==> config.mk <==
export PLATFORM = sky130hd
export DESIGN_NAME = wsst_scale
export DESIGN_NICKNAME = d
export VERILOG_FILES = /design/src/rtl/core/wsst_pkg.sv /design/src/rtl/core/wsst_scale.sv
export SDC_FILE = /design/constraint.sdc
export NUM_CORES = 2
export LEC_CHECK = 0
export ABC_AREA = 1
export CAP_MARGIN = 25
export CORE_UTILIZATION = 35
export CTS_CLUSTER_DIAMETER = 150
export DETAILED_ROUTE_END_ITERATION = 7
export DONT_BUFFER_PORTS = 1
export PLACE_DENSITY_LB_ADDON = 0.05
export SYNTH_ARGS = -nofsm -noshare
export SYNTH_HDL_FRONTEND = slang
export SYNTH_SLANG_ARGS = --single-unit
==> constraint.sdc <==
create_clock -name clk -period 6.5 [get_ports clk]
set_input_delay 0.65 -clock clk [delete_from_list [all_inputs] [get_ports clk]]
set_output_delay 0.65 -clock clk [all_outputs]
set_load 0.1 [all_outputs]
==> src/rtl/core/wsst_pkg.sv <==
`default_nettype none

package wsst_pkg;

	localparam int IDX_W  = 10;
	localparam int WGT_W  = 32;
	localparam int FRAC_W = 32;
	localparam int TOT_W  = 42;

	typedef enum logic [1:0] {
		OP_SET  = 2'd0,
		OP_DRAW = 2'd1,
		OP_READ = 2'd2
	} op_t;

endpackage

`default_nettype wire

==> src/rtl/core/wsst_scale.sv <==
`default_nettype none

module wsst_scale
	import wsst_pkg::*;
#(
	parameter int NODE_W = 42
) (
	input  wire logic              clk,
	input  wire logic              arst_n,
	input  wire logic              go,
	input  wire logic [FRAC_W-1:0] fraction,
	input  wire logic [NODE_W-1:0] total,
	output logic                   valid,
	output logic      [NODE_W-1:0] target,
	output logic                   rem
);

	localparam int HI_W = NODE_W - WGT_W;

	logic                  v_s1;
	logic [63:0]           plo_s1;
	logic [HI_W-1:0]       hi_s1;
	logic [FRAC_W-1:0]     frac_s1;
	logic [NODE_W-1:0]     prod_hi;

	assign prod_hi = NODE_W'(frac_s1) * NODE_W'(hi_s1);

	always_ff @(posedge clk or negedge arst_n) begin
		if (!arst_n) begin
			v_s1  <= 1'b0;
			valid <= 1'b0;
		end else begin
			v_s1  <= go;
			valid <= v_s1;
		end
	end

	always_ff @(posedge clk) begin
		plo_s1  <= 64'(fraction) * 64'(total[WGT_W-1:0]);
		hi_s1   <= total[NODE_W-1:WGT_W];
		frac_s1 <= fraction;
		target  <= prod_hi + NODE_W'(plo_s1[63:32]);
		rem     <= (plo_s1[31:0] != 32'd0);
	end

endmodule

`default_nettype wire

* After elaboration in Yosys (flattened, before gate mapping) *
Cells that the tools add are included.

cells by class
  $add $sub $neg = 1
  multipliers = 2
  reduce and logical (&&, ||, !) cells = 1

operators by type and width
  kind                 number
  $mul A32 B32 Y64     1
  $add A42 B32 Y42     1
  $mul A32 B10 Y42     1
  $reduce_bool A32 Y1  1

word-level totals
  flip-flop bits (word level) = 151
  bits of input ports = 77
  output and inout port bits = 44

* Logic depth before layout (Yosys ltp) *
  word-level depth = 2
  depth in mapped cells = 32

* Worst setup path after synthesis *
No wires, ideal clock.

  kind = input port to flip-flop
  start point = input port total[9]
  end point = register plo_s1[58]
  arrival time = 6.250 ns
  required time = 6.387 ns
  setup slack = 0.137 ns
  stages on the path = 26
  cell sequence = clkbuf_1 nand2_1 inv_1 fa_1 fa_1 inv_1 fa_1 fa_1 fa_1 inv_1 fa_1 fa_1 inv_1 fa_1 inv_1 ha_1 nand2_1 inv_1 nand2_1 nand2_1 a21oi_1 nand3_2 nand2_1 nand3_1 nand2_1 nand2_1

between the ends
  longest elaborated chain between the ends = 1

ends and longest elaborated chain
  element                 RTL line          source
  start: declaration      wsst_scale.sv:12  input wire logic [NODE_W-1:0] total,
  $mul A32 B32 Y64        wsst_scale.sv:39  plo_s1 <= 64'(fraction) * 64'(total[WGT_W-1:0]);
  end signal: assignment  wsst_scale.sv:39
  end: declaration        wsst_scale.sv:21  logic [63:0] plo_s1;

Every way passes these cells.

* Worst setup path after layout *
  start point = input port fraction[21]
  end point = register plo_s1[51]

between the ends
  longest elaborated chain between the ends = 1

ends and longest elaborated chain
  element             RTL line          source
  start: declaration  wsst_scale.sv:11  input wire logic [FRAC_W-1:0] fraction,
  $mul A32 B32 Y64    wsst_scale.sv:39

Every way passes these cells.

==> summary.txt <==
Route
  • DR vias: between 30000 and 40000
  • Via-per-instance ratio: 4.54
  • Total wirelength of the detailed-routed design: 162000 µm
  • Number of DRC markers in iteration 0: 1974
  • Average detailed-routed wire length per instance: 19.2 µm
  • Number of remaining DRC errors: 0
  • Count of TritonRoute iterations in the first routing pass: 5
  • Antenna-violating nets left: 0

STA
  • Final setup slack of the worst path: 0.256 ns
  • Worst Max-Slew Pin Slew: ~1 ns
  • RSZ-0062 raised after global routing: yes
  • Share of the clock period used by the worst path after layout: between 90% and 100%
  • Final number of max-transition violations: 0
  • Crit path time final: 6.24 ns
  • Worst Skew: 0.0177 ns
  • Setup violators final: 0
  • Worst slew slack as a fraction of its limit: 32.9%
  • Top achievable clock speed: 160 MHz
  • Count of endpoints failing hold in the final timing report: 0

Setup path
  • WP depth: 27
  • Critical register-to-register path startpoint: hi_s1[8]$_DFF_P_
  • CP max FO: 33
  • Crit Path Class: primary input to register
  • Kind of end point of the critical path: register
  • Reg2reg setup slack: 1.06 ns
  • Startpoint class of the critical path: primary input
  • Worst setup path start: fraction[21]
  • Data required, critical path: 6.93 ns
  • CP max stage cell: fa_1
  • Reg2Reg Depth: 16
  • Largest stage delay, worst path: 0.61 ns
  • Largest delay share family, worst path: adder cells
  • Capture point of the worst path: plo_s1[51]$_DFF_P_
  • Worst R2R End: target[37]$_DFF_P_
  • Critical path buffer and inverter count: 8
  • Data arrival time of the worst path: 6.67 ns

Placed design
  • Detailed Place HPWL: 132000 µm
  • Post-place setup slack: -0.447 ns
  • Final weighted congestion in routability-driven placement: 0.879
  • Count of port buffers added during placement: 0

Die
  • Standard-cell row count: 138
  • DIE AREA: about 150000 µm²
  • Top-level I/O count: 121
  • Chip height: 382 µm
  • Horiz. Die Dim: 382 µm
  • Starting utilization of the core area: 35.5%
  • Core area: 142000 µm²

Job
  • Max cap viols: 0

Finish
  • Number of nets in the layout: 8134
  • Number of diodes: 0
  • Commonest non-fill, non-tap cell in the layout: inv_1
  • Area growth, synth to finish: 5.95%
  • Fraction of layout instances using a drive strength above 1: 3.90%
  • Commonest cells after routing, fill and taps aside: 2141 x inv_1, 2054 x nand2_1, 1164 x fa_1

Logic synthesis
  • Main combinational cell family by area after synthesis: adder cells
  • Xor/xnor share of the synthesized area: about 1.0%
  • Cell count after synthesis: 6660
  • Count of different cell masters after synthesis: 38
  • Share of flip-flops with an asynchronous set or reset after synthesis: 1.32%
  • Count of flip-flops with a built-in enable after synthesis: 0
  • Most instantiated flip-flop cell in the synthesis netlist: dfxtp_1
  • Adder-cell area share of the yosys netlist: 54.8%
  • Synth Warn #: 0
  • Synth Register Bits: 151
  • Combined area of all synthesized cells: 50500 µm²
  • Number of nets produced by synthesis: between 8000 and 9000
  • Mean Syn Cell Area: 7.58 µm²
  • Mux cell area share after synthesis: 0%
  • Share of synthesized area occupied by flip-flops and latches: 6.01%
  • Share of synthesized cell area in and, or, nand and nor gates: 18.8%
  • Synthesized-area fraction occupied by ao, oa, aoi and oai cells: 1.51%

Global routing
  • Global-route wire length before repair: 254000 µm
  • Grt ovf: 0
  • Pin count of the biggest net entering global routing: 34
  • Number of antenna violations at the first check in global routing: 1
  • Global routing usage summed across all routing layers: a little under a quarter
  • Vias in the first global route: ~43000

Outcome
  • Result of the run: complete, no violations

Clock network
  • Clk Tree Root Cell: clkbuf_16
  • Clock buffers created by TritonCTS: 17
  • CTS tree: yes
  • CTS clock-pin slew for the worst setup and hold paths: 0.08 ns
  • Number of H-tree levels: 4
  • Max clock buf depth: 2
  • CTS sink cnt: 151
  • Source-to-sink clock delay at the later pin of the worst-skew pair: around 0.52 ns

Hold path
  • Hold Path Depth: 0
  • Type of the worst min-delay path: primary input to register
[registers in the layout (all words and copies together), names as in the netlist]
| signal | flops |
|---|---|
| frac_s1 | 32 |
| valid | 1 |
| rem | 1 |
| hi_s1 | 10 |
| target | 42 |
| v_s1 | 1 |
| plo_s1 | 64 |
[final cells by class]
cell class / instances / area (µm²)
multi-input cells: 4102 / 38500
flip-flops and latches: 151 / 3030
clock inverters: 15 / 176
well taps: 1890 / 2360
inverters: 2153 / 8080
repair buffers: 123 / 926
clock buffers: 17 / 425
fillers: 15400 / 88800
[how the worst min path moves through the flow]
| stage | from | endpoint | slack, ns |
|---|---|---|---|
| floorplan | v_s1$_DFF_PN0_ | valid$_DFF_PN0_ | 0.33 |
| detailed placement | v_s1$_DFF_PN0_ | valid$_DFF_PN0_ | 0.34 |
| finish | total[35] | hi_s1[3]$_DFF_P_ | 0.15 |
| global route | total[35] | hi_s1[3]$_DFF_P_ | 0.11 |
| CTS | total[34] | hi_s1[2]$_DFF_P_ | 0.1 |
| global placement | v_s1$_DFF_PN0_ | valid$_DFF_PN0_ | 0.33 |
[cells in the mapped netlist, types with 2 or more instances]
cell type,count,area share [%]
a21o_1,3,0.045
a21oi_1,92,0.91
a31oi_1,4,0.050
clkbuf_1,253,1.9
dfrtp_1,2,0.099
dfxtp_1,149,5.9
fa_1,1166,46
ha_1,343,8.5
inv_1,2141,16
inv_2,11,0.082
nand2_1,2058,15
nand2_2,26,0.32
nand3_1,74,0.73
nand3_2,16,0.32
nand4_1,20,0.25
nor2_1,138,1.0
nor2_2,18,0.22
nor2_4,4,0.089
nor3_1,14,0.14
nor3_2,5,0.099
nor4_1,11,0.14
o21a_1,4,0.060
o21ai_0,25,0.25
o21bai_1,11,0.16
xnor2_1,12,0.21
xor2_1,48,0.83
[worst register-to-register path, stage by stage, from the launching register on]
cell and delay (ns):
dfxtp_1 0.93, buf_4 0.28, nand2_1 0.07, fa_1 0.58, fa_1 0.44, fa_1 0.51, fa_1 0.43, fa_1 0.50
inv_1 0.05, ha_1 0.35, nand2_1 0.17, nor2_2 0.29, nand4_1 0.27, nand3_2 0.22, nand2_1 0.11, nand3_1 0.09
nand2_1 0.05
[through the flow]
step	area [µm²]	std cells	hold slack, ns	setup TNS, ns	utilization [%]
6_report	53500	8451	0.148	0	37.6
2_1_floorplan	50500	6660	0.331	0	-
5_1_grt	53500	8451	0.111	-0.00128	37.6
4_1_cts	53400	8451	0.0958	0	37.5
3_5_place_dp	52800	8418	0.340	-8.00	37.1
3_3_place_gp	52800	8418	0.332	-8.57	37.1
[cells by family after synthesis]
group / Yosys count
flip-flops: 151
buffers and inverters: 2407
AND/OR/NAND/NOR: 2392
adder cells (fa/ha/maj): 1509
XOR/XNOR: 60
AO/OA/AOI/OAI: 141
[repair_timing]
action                     CTS  global route
gates resized for setup      0            18
setup endpoints to repair    0            15
hold endpoints to repair     2             0
buffers inserted             0             0
hold buffers                 1             0
[routing by layer]
layer / global-route usage (%) / vias up / part of all wire (%)
met4: 3.90 / 0 / 1.3
met1: 31.4 / 19500 / 46
met3: 1.91 / 100 / 3.5
met2: 40.3 / 678 / 49
li1: - / 18100 / -
met5: 0 / - / 0
Power is not shown: default switching activity piles up to over one toggle a cycle in this logic, so the estimate is an artifact.
